==> src/sv/face_uv_linear_subdivide_defines.svh <==
// ----------------------------------------------------------------------------
// face uv linear subdivide: assertion macros
// concurrent checks on clk, disabled while rst is high; empty under synthesis
// ----------------------------------------------------------------------------
`ifndef FACE_UV_LINEAR_SUBDIVIDE_DEFINES_SVH
`define FACE_UV_LINEAR_SUBDIVIDE_DEFINES_SVH
`ifndef SYNTHESIS
// property that holds at every edge
`define FULS_ASSERT(lbl, prop, msg) \
  lbl: assert property (@(posedge clk) disable iff (rst) (prop)) else $error(msg);
// condition now implies a condition at the next edge
`define FULS_ASSERT_NEXT(lbl, pre, post, msg) \
  lbl: assert property (@(posedge clk) disable iff (rst) (pre) |=> (post)) else $error(msg);
`else
`define FULS_ASSERT(lbl, prop, msg)
`define FULS_ASSERT_NEXT(lbl, pre, post, msg)
`endif
`endif

==> src/sv/fuls_pkg.sv <==
// ----------------------------------------------------------------------------
// fuls_pkg
// shared types and side codes
// ----------------------------------------------------------------------------
package fuls_pkg;

  typedef logic [1:0] side_t;

  // last side of a face
  localparam side_t TRI_LAST_SIDE  = 2'd2;
  localparam side_t QUAD_LAST_SIDE = 2'd3;

  typedef struct packed {
    side_t index;
    logic  last;
  } sub_tag_t;

endpackage

==> src/sv/face_uv_linear_subdivide.sv <==
// ----------------------------------------------------------------------------
// face_uv_linear_subdivide
// linear subdivision of one face's uv corners into one sub-face per side
// ----------------------------------------------------------------------------
// usage
//   input channel: one beat is a face, four signed q4.12 (u,v) corners plus
//   is_quad; a triangle has three sides and corner 3 is dropped
//   output channel: one beat per sub-face, side j in order, sub_index = j,
//   last_sub high on the final side; corners are the midpoint toward the
//   previous corner, corner j, the midpoint toward the next corner, the centre
//   path: from the input register a face passes the sum register, divide
//   register and face holder; its sub-faces leave through the output register
//   throughput: one sub-face per cycle while out_ready is high; the next
//   face is loaded as the last side of the current one is sent
//   the centre of a triangle needs a divide by three, done in one stage as a
//   multiply by a fixed reciprocal
//   reset: all pipeline stages and the output register empty, no beat pending
//   stall: a held output beat stalls the emitter, which holds its face; the
//   stages in front keep filling until full, then in_ready drops
// ----------------------------------------------------------------------------
module face_uv_linear_subdivide import fuls_pkg::*; #(
  parameter int COORD_BITS = 16
) (
  input  logic                         clk,
  input  logic                         rst,
  input  logic                         in_valid,
  output logic                         in_ready,
  input  logic signed [COORD_BITS-1:0] in_u0,
  input  logic signed [COORD_BITS-1:0] in_v0,
  input  logic signed [COORD_BITS-1:0] in_u1,
  input  logic signed [COORD_BITS-1:0] in_v1,
  input  logic signed [COORD_BITS-1:0] in_u2,
  input  logic signed [COORD_BITS-1:0] in_v2,
  input  logic signed [COORD_BITS-1:0] in_u3,
  input  logic signed [COORD_BITS-1:0] in_v3,
  input  logic                         is_quad,
  output logic                         out_valid,
  input  logic                         out_ready,
  output logic signed [COORD_BITS-1:0] out_u0,
  output logic signed [COORD_BITS-1:0] out_v0,
  output logic signed [COORD_BITS-1:0] out_u1,
  output logic signed [COORD_BITS-1:0] out_v1,
  output logic signed [COORD_BITS-1:0] out_u2,
  output logic signed [COORD_BITS-1:0] out_v2,
  output logic signed [COORD_BITS-1:0] out_u3,
  output logic signed [COORD_BITS-1:0] out_v3,
  output logic [1:0]                   sub_index,
  output logic                         last_sub
);

  localparam int W  = COORD_BITS;
  // dividend width: sum of three corners, offset to stay positive
  localparam int TW = W + 2;
  // carried along: quad flag, quad centre u and v, eight corner coordinates
  localparam int PW = 10 * W + 1;

  logic signed [W-1:0] face_u [4];
  logic signed [W-1:0] face_v [4];

  // handshake and data between the sum register and the divider
  logic          fr_valid;
  logic          fr_ready;
  logic [TW-1:0] fr_tu;
  logic [TW-1:0] fr_tv;
  logic [PW-1:0] fr_pass;

  // handshake and data between the divider and the emitter
  logic          dv_valid;
  logic          dv_ready;
  logic [PW-1:0] dv_pass;

  logic signed [W-1:0] em_u [4];
  logic signed [W-1:0] em_v [4];
  logic                em_quad;
  logic [W-1:0]        tri_u;
  logic [W-1:0]        tri_v;
  logic signed [W-1:0] cen_u;
  logic signed [W-1:0] cen_v;

  logic signed [W-1:0] res_u [4];
  logic signed [W-1:0] res_v [4];
  sub_tag_t            res_tag;

  assign face_u = '{in_u0, in_u1, in_u2, in_u3};
  assign face_v = '{in_v0, in_v1, in_v2, in_v3};

  // input register, then corner sums with the triangle offset
  fuls_front #(
    .W (W)
  ) u_front (
    .clk       (clk),
    .rst       (rst),
    .in_valid  (in_valid),
    .in_ready  (in_ready),
    .in_u      (face_u),
    .in_v      (face_v),
    .in_quad   (is_quad),
    .out_valid (fr_valid),
    .out_ready (fr_ready),
    .out_tu    (fr_tu),
    .out_tv    (fr_tv),
    .out_pass  (fr_pass)
  );

  // divide by three through a multiply by the reciprocal
  fuls_div_stage #(
    .TW (TW),
    .PW (PW)
  ) u_div (
    .clk        (clk),
    .rst        (rst),
    .in_valid   (fr_valid),
    .in_ready   (fr_ready),
    .in_work_u  (fr_tu),
    .in_work_v  (fr_tv),
    .in_pass    (fr_pass),
    .out_valid  (dv_valid),
    .out_ready  (dv_ready),
    .out_quo_u  (tri_u),
    .out_quo_v  (tri_v),
    .out_pass   (dv_pass)
  );

  // unpack the carried face
  for (genvar k = 0; k < 4; k++) begin : g_unpack
    assign em_v[k] = dv_pass[k*W +: W];
    assign em_u[k] = dv_pass[(4 + k)*W +: W];
  end
  assign em_quad = dv_pass[10*W];

  // the quotient carries the offset 2^(W-1): removing it flips the top bit
  assign cen_u = em_quad ? dv_pass[9*W +: W] : {~tri_u[W-1], tri_u[W-2:0]};
  assign cen_v = em_quad ? dv_pass[8*W +: W] : {~tri_v[W-1], tri_v[W-2:0]};

  // face holder and output register
  fuls_emit #(
    .W (W)
  ) u_emit (
    .clk       (clk),
    .rst       (rst),
    .in_valid  (dv_valid),
    .in_ready  (dv_ready),
    .in_u      (em_u),
    .in_v      (em_v),
    .in_quad   (em_quad),
    .in_du     (cen_u),
    .in_dv     (cen_v),
    .out_valid (out_valid),
    .out_ready (out_ready),
    .out_u     (res_u),
    .out_v     (res_v),
    .out_tag   (res_tag)
  );

  assign out_u0    = res_u[0];
  assign out_v0    = res_v[0];
  assign out_u1    = res_u[1];
  assign out_v1    = res_v[1];
  assign out_u2    = res_u[2];
  assign out_v2    = res_v[2];
  assign out_u3    = res_u[3];
  assign out_v3    = res_v[3];
  assign sub_index = res_tag.index;
  assign last_sub  = res_tag.last;

endmodule

==> src/sv/fuls_front.sv <==
// ----------------------------------------------------------------------------
// fuls_front
// input register and corner-sum register; forms the dividend for the centre
// ----------------------------------------------------------------------------
module fuls_front #(
  parameter int W = 16,
  localparam int TW = W + 2,
  localparam int PW = 10 * W + 1
) (
  input  logic                clk,
  input  logic                rst,
  input  logic                in_valid,
  output logic                in_ready,
  input  logic signed [W-1:0] in_u [4],
  input  logic signed [W-1:0] in_v [4],
  input  logic                in_quad,
  output logic                out_valid,
  input  logic                out_ready,
  output logic [TW-1:0]       out_tu,
  output logic [TW-1:0]       out_tv,
  output logic [PW-1:0]       out_pass
);

  // sum + 1 + 3 * 2^(W-1): positive, and a multiple of three away from sum + 1
  localparam logic [TW-1:0] TRI_OFS = {2'b01, 1'b1, {(W - 2){1'b0}}, 1'b1};
  localparam logic [TW-1:0] QUAD_RND = TW'(2);

  logic                r_valid;
  logic signed [W-1:0] r_u [4];
  logic signed [W-1:0] r_v [4];
  logic                r_quad;
  logic                r_ready;
  logic                s_ready;

  logic signed [TW-1:0] su;
  logic signed [TW-1:0] sv;
  logic [TW-1:0]        su_rnd;
  logic [TW-1:0]        sv_rnd;

  assign s_ready  = !out_valid || out_ready;
  assign r_ready  = !r_valid || s_ready;
  assign in_ready = r_ready;

  always_ff @(posedge clk) begin
    if (rst) begin
      r_valid <= 1'b0;
    end else if (r_ready) begin
      r_valid <= in_valid;
    end
  end

  always_ff @(posedge clk) begin
    if (in_valid && r_ready) begin
      r_u    <= in_u;
      r_v    <= in_v;
      r_quad <= in_quad;
    end
  end

  always_comb begin
    su = TW'(r_u[0]) + TW'(r_u[1]) + TW'(r_u[2]) + (r_quad ? TW'(r_u[3]) : '0);
    sv = TW'(r_v[0]) + TW'(r_v[1]) + TW'(r_v[2]) + (r_quad ? TW'(r_v[3]) : '0);
    su_rnd = su + QUAD_RND;
    sv_rnd = sv + QUAD_RND;
  end

  always_ff @(posedge clk) begin
    if (rst) begin
      out_valid <= 1'b0;
    end else if (s_ready) begin
      out_valid <= r_valid;
    end
  end

  // quad centre is (sum + 2) >>> 2, carried alongside the corners
  always_ff @(posedge clk) begin
    if (r_valid && s_ready) begin
      out_tu   <= su + TRI_OFS;
      out_tv   <= sv + TRI_OFS;
      out_pass <= {r_quad, su_rnd[TW-1:2], sv_rnd[TW-1:2],
                   r_u[3], r_u[2], r_u[1], r_u[0],
                   r_v[3], r_v[2], r_v[1], r_v[0]};
    end
  end

endmodule

==> src/sv/fuls_div_stage.sv <==
// ----------------------------------------------------------------------------
// fuls_div_stage
// one pipeline stage dividing the u and v dividends by three
// ----------------------------------------------------------------------------
module fuls_div_stage #(
  parameter int TW = 18,
  parameter int PW = 161,
  localparam int QW  = TW - 2,
  localparam int MW  = TW + 1,
  localparam int PRW = 2 * TW
) (
  input  logic          clk,
  input  logic          rst,
  input  logic          in_valid,
  output logic          in_ready,
  input  logic [TW-1:0] in_work_u,
  input  logic [TW-1:0] in_work_v,
  input  logic [PW-1:0] in_pass,
  output logic          out_valid,
  input  logic          out_ready,
  output logic [QW-1:0] out_quo_u,
  output logic [QW-1:0] out_quo_v,
  output logic [PW-1:0] out_pass
);

  // ceil(2^(TW+2) / 3): exact floor quotient for every dividend below 2^(TW+1)
  localparam logic [MW-1:0] RECIP = MW'(((64'd1 << (TW + 2)) + 64'd2) / 64'd3);

  logic [PRW-1:0] prod_u;
  logic [PRW-1:0] prod_v;

  assign in_ready = !out_valid || out_ready;

  // quotient is the product shifted down by TW + 2, it fits in QW bits
  always_comb begin
    prod_u = PRW'(in_work_u) * PRW'(RECIP);
    prod_v = PRW'(in_work_v) * PRW'(RECIP);
  end

  always_ff @(posedge clk) begin
    if (rst) begin
      out_valid <= 1'b0;
    end else if (in_ready) begin
      out_valid <= in_valid;
    end
  end

  always_ff @(posedge clk) begin
    if (in_valid && in_ready) begin
      out_quo_u <= prod_u[PRW-1 -: QW];
      out_quo_v <= prod_v[PRW-1 -: QW];
      out_pass  <= in_pass;
    end
  end

endmodule

==> src/sv/fuls_emit.sv <==
// ----------------------------------------------------------------------------
// fuls_emit
// holds one face and sends its sub-faces, one per beat, through an output reg
// ----------------------------------------------------------------------------
`include "face_uv_linear_subdivide_defines.svh"

module fuls_emit import fuls_pkg::*; #(
  parameter int W = 16
) (
  input  logic                clk,
  input  logic                rst,
  input  logic                in_valid,
  output logic                in_ready,
  input  logic signed [W-1:0] in_u [4],
  input  logic signed [W-1:0] in_v [4],
  input  logic                in_quad,
  input  logic signed [W-1:0] in_du,
  input  logic signed [W-1:0] in_dv,
  output logic                out_valid,
  input  logic                out_ready,
  output logic signed [W-1:0] out_u [4],
  output logic signed [W-1:0] out_v [4],
  output sub_tag_t            out_tag
);

  logic                face_full;
  logic                face_quad;
  logic signed [W-1:0] fu [4];
  logic signed [W-1:0] fv [4];
  logic signed [W-1:0] du;
  logic signed [W-1:0] dv;
  side_t               emit_index;
  logic                out_quad;

  side_t               side_last;
  logic                is_last;
  logic                load;
  logic signed [W-1:0] prev_u;
  logic signed [W-1:0] prev_v;

  function automatic logic signed [W-1:0] mid(input logic signed [W-1:0] a,
                                              input logic signed [W-1:0] b);
    logic signed [W:0] s;
    s = (W + 1)'(a) + (W + 1)'(b);
    return s[W:1];
  endfunction

  // slot 0 is always corner j: slot 1 is next, the last used slot is previous
  always_comb begin
    side_last = face_quad ? QUAD_LAST_SIDE : TRI_LAST_SIDE;
    is_last   = (emit_index == side_last);
    load      = face_full && (!out_valid || out_ready);
    prev_u    = face_quad ? fu[3] : fu[2];
    prev_v    = face_quad ? fv[3] : fv[2];
    in_ready  = !face_full || (load && is_last);
  end

  always_ff @(posedge clk) begin
    if (rst) begin
      face_full  <= 1'b0;
      emit_index <= '0;
    end else begin
      if (in_valid && in_ready) begin
        face_full <= 1'b1;
      end else if (load && is_last) begin
        face_full <= 1'b0;
      end
      if (load) begin
        emit_index <= is_last ? '0 : side_t'(emit_index + 2'd1);
      end
    end
  end

  always_ff @(posedge clk) begin
    if (in_valid && in_ready) begin
      fu        <= in_u;
      fv        <= in_v;
      face_quad <= in_quad;
      du        <= in_du;
      dv        <= in_dv;
    end else if (load) begin
      fu[0] <= fu[1];
      fu[1] <= fu[2];
      fu[2] <= face_quad ? fu[3] : fu[0];
      fu[3] <= fu[0];
      fv[0] <= fv[1];
      fv[1] <= fv[2];
      fv[2] <= face_quad ? fv[3] : fv[0];
      fv[3] <= fv[0];
    end
  end

  always_ff @(posedge clk) begin
    if (rst) begin
      out_valid <= 1'b0;
    end else if (load) begin
      out_valid <= 1'b1;
    end else if (out_ready) begin
      out_valid <= 1'b0;
    end
  end

  always_ff @(posedge clk) begin
    if (load) begin
      out_u[0]      <= mid(fu[0], prev_u);
      out_v[0]      <= mid(fv[0], prev_v);
      out_u[1]      <= fu[0];
      out_v[1]      <= fv[0];
      out_u[2]      <= mid(fu[0], fu[1]);
      out_v[2]      <= mid(fv[0], fv[1]);
      out_u[3]      <= du;
      out_v[3]      <= dv;
      out_tag.index <= emit_index;
      out_tag.last  <= is_last;
      out_quad      <= face_quad;
    end
  end

  `FULS_ASSERT(a_last_on_final_side, !out_valid || (out_tag.last == (out_tag.index == (out_quad ? QUAD_LAST_SIDE : TRI_LAST_SIDE))), "last flag does not match the final side")
  `FULS_ASSERT_NEXT(a_sides_in_order, out_valid && out_ready && !out_tag.last, out_valid && (out_tag.index == side_t'($past(out_tag.index) + 2'd1)), "sub-face missing or out of order")
  `FULS_ASSERT_NEXT(a_face_starts_at_zero, out_valid && out_ready && out_tag.last, !out_valid || (out_tag.index == '0), "new face does not start at side zero")
  `FULS_ASSERT(a_no_face_while_busy, !(face_full && !load && in_ready), "face accepted over a held face")

endmodule
==> config.mk <==
export PLATFORM = sky130hd
export DESIGN_NAME = face_uv_linear_subdivide
export DESIGN_NICKNAME = d
export VERILOG_FILES = /design/src/sv/fuls_pkg.sv /design/src/sv/face_uv_linear_subdivide.sv /design/src/sv/fuls_front.sv /design/src/sv/fuls_div_stage.sv /design/src/sv/fuls_emit.sv
export VERILOG_INCLUDE_DIRS = /design/src /design/src/sv
export SDC_FILE = /design/constraint.sdc
export NUM_CORES = 2
export LEC_CHECK = 0
export BUFFER_PORTS_ARGS = -buffer_cell sky130_fd_sc_hd__buf_2
export CORE_UTILIZATION = 65
export DETAILED_ROUTE_END_ITERATION = 16
export GPL_TIMING_DRIVEN = 0
export MAX_ROUTING_LAYER = met4
export PLACE_DENSITY = 0.94
export SLEW_MARGIN = 10
export SYNTH_ARGS = -nofsm -noshare
export SYNTH_HDL_FRONTEND = slang
export SYNTH_SLANG_ARGS = --single-unit
==> constraint.sdc <==
create_clock -name clk -period 56.4 [get_ports clk]
set_input_delay 8.46 -clock clk [delete_from_list [all_inputs] [get_ports clk]]
set_output_delay 8.46 -clock clk [all_outputs]
set_load 0.1 [all_outputs]
==> reports/metrics.csv <==
metric;value;unit
outcome;complete, no violations;
wirelength;116600;um
drt-met1-wl;40660;um
maxCapViolCount;0;
grt_setup_unrepaired;false;
slew_violations;0;
hold_viol;0;
setup.worst_path.end_class;primary output;
vias;29990;
netlist_top_cells_count;edfxtp_1, inv_1, nand2_1;
post_cts_buffers;0;
grt_max_degree;84;
worstMarginPinSlew;1083;ps
core;69910;sq um
cp_slowest_cell;a21oi_1;
period_minus_slack;19530;ps
synthCells;3535;
num_io_pins;266;
viasPerCell;6.097;
wl_met2;55970;um
cp.required;47940;ps
worstSetupPathType;in -> out;
yosysTopAreaCell;edfxtp_1;
synth_flop_cell;edfxtp_1;
seq_area_frac_synth;53.35;%
drc;0;
layout.nets;4733;
drive_gt1_share;12.96;%
antenna_left;0;
cts.htree.levels;3;
slew_headroom;27.78;%
fin_cells;4919;
hp-class;reg -> reg;
avgRoutedWirePerCell;23.71;um
dp_cells;4762;
reg2regPathDepth;20;
die_h;267.8;um
cp.arrival;11070;ps
portBuffers;265;
dp.final_hpwl;82740;um
setup_viol;0;
post-synth-top-count-cell;edfxtp_1;
clk_path_buf_depth;3;
cts_resized;0;
cts_tree;done;
cts-root-buf;clkbuf_16;
syn_area;45910;sq um
initial_core_util;65.68;%
tns;0;ps
dieArea;71700;sq um
r2r-start;u_front.out_tv[1]$_DFFE_PP_;
drtPass1Iterations;6;
cp_common_cell;buf_2;
cts-hold-fix-buffers;0;
synth_area_leaders;edfxtp_1, ha_1, fa_1;
top_layer_used;met4;
synth.avg_cell_area;12.99;sq um
grt-ovfl-total;0;
syn2layout_area_growth;12.81;%
grt_pass1_wl;176800;um
place_congestion;0.9849;
start_kind;input pin;
grt_pass1_vias;31230;
async_flop_share;0;%
fmax;51.21;MHz
regToRegSetupSlack;49980;ps
die_w;267.8;um
path_max_fanout;83;
syn-num-nets;4362;
rows;97;
timing.final.crit_share;34.62;%
wl_met3;12880;um
drt_iter0_markers;3619;
slowest_delay;740;ps
cp_cell_sequence;buf_2 -> nand2b_1 -> nand2_1 -> inv_6 -> buf_16 -> a21oi_1 -> nand4_1 -> buf_2;
fin_skew;32.15;ps
r2r-end;u_div.out_quo_v[15]$_DFFE_PP_;
numCtsBuffers;82;
crit_start;out_ready;
cts.sinks;818;
endpoint;in_ready;
path_clk_slew;60;ps
grt_usage;34.18;%
yosys_warnings;0;
synth_seq_cells;818;
synth.distinct_cells;78;
antenna_found_initial;6;
synth_edf_count;811;
clock_latency;660;ps
yosysTopAreaCellShare;53.04;%
cell type report:
| cell class | instances | area (sq um) |
|---|---|---|
| Multi-Input combinational cell | 2087 | 19090 |
| Tap cell | 940 | 1176 |
| Sequential cell | 818 | 24490 |
| Antenna cell | 6 | 15.01 |
| Timing Repair Buffer | 287 | 1879 |
| Fill cell | 4029 | 18110 |
| Inverter | 583 | 2193 |
| Clock inverter | 50 | 623.1 |
| Buffer | 47 | 183.9 |
| Clock buffer | 101 | 2143 |
cell usage in the layout (no fill, tap or decap), drive strengths merged, types with 11 or more instances in the layout:
master  synthesis  routed
and3           16      16
mux2           60      60
fa            262     262
nand4          12      12
nand2         434     434
a31oi          11      11
inv           583     590
a21oi          93      93
xor2           71      71
clkbuf         41     142
nor2b          22      22
nor3           45      45
ha            432     432
or3            15      15
nand2b         17      17
a211oi         15      15
nor2          100     100
clkinv          0      29
nand3          34      34
and2           12      12
mux2i          34      34
xnor2         126     126
a21o           33      33
edfxtp        811     811
buf             6     293
o21a           16      16
o21ai          99      99
state kept, by name (all words and copies together) (netlist names), 2 cells and up:
signal and count:
u_div.out_pass 161, u_div.out_quo_u 16, u_div.out_quo_v 16, u_emit.du 16, u_emit.dv 16, u_emit.emit_index 2
u_emit.fu 64, u_emit.fv 64, u_emit.out_tag 3, u_emit.out_u 64, u_emit.out_v 64, u_front.out_pass 161
u_front.out_tu 18, u_front.out_tv 18, u_front.r_u 64, u_front.r_v 64
per-layer routing:
| layer | track usage (%) | up-vias |
|---|---|---|
| met5 | - | - |
| met2 | 54.75 | 2128 |
| li1 | - | 12940 |
| met1 | 41.46 | 14470 |
| met3 | 6.643 | 465 |
| met4 | 17.78 | 0 |
logic make-up (layout without fill, tap and decap cells):
| family | Yosys count | in the layout | share of synthesized area (%) |
|---|---|---|---|
| flops | 818 | 818 | 53.35 |
| fa+ha+maj | 694 | 694 | 23.20 |
| xor+xnor | 197 | 197 | 3.774 |
| simple gates | 736 | 736 | 7.017 |
| compound gates | 366 | 366 | 5.290 |
| mux | 94 | 94 | 2.213 |
| buf+inv | 630 | 1068 | 5.159 |
| other cells | 0 | 6 | 0 |
critical path, delay by kind of cell:
kind / cells / cell delay (ps)
AO/OA/AOI/OAI: 1 / 740
buffers and inverters: 4 / 1050
AND/OR/NAND/NOR: 3 / 780
stage by stage:
step	area [sq um]	utilization (%)	setup WS [ps]	hold slack, ps
2_1_floorplan	45910	-	29390	400.3
6_report	51790	74.09	36870	407.6
3_3_place_gp	48410	69.25	20800	400.4
4_1_cts	51780	74.07	36910	399.2
5_1_grt	51790	74.09	36780	413.6
3_5_place_dp	49010	70.11	36970	404.5
worst min-delay path by stage:
stage	start	endpoint	slack, ps	depth (start not counted)
after detailed placement	u_front.out_pass[110]$_DFFE_PP_	u_div.out_pass[110]$_DFFE_PP_	400	0
after CTS	u_front.out_pass[134]$_DFFE_PP_	u_div.out_pass[134]$_DFFE_PP_	400	0
after global placement	u_front.out_pass[160]$_DFFE_PP_	u_div.out_pass[160]$_DFFE_PP_	400	0
final	u_front.out_pass[134]$_DFFE_PP_	u_div.out_pass[134]$_DFFE_PP_	410	0
after floorplan	u_front.out_pass[0]$_DFFE_PP_	u_div.out_pass[0]$_DFFE_PP_	400	0
after global routing	u_front.out_pass[134]$_DFFE_PP_	u_div.out_pass[134]$_DFFE_PP_	410	0
Power is left out: the tool's default activity adds up to more than one toggle a clock period on the data nets, which glitch-free logic cannot reach.
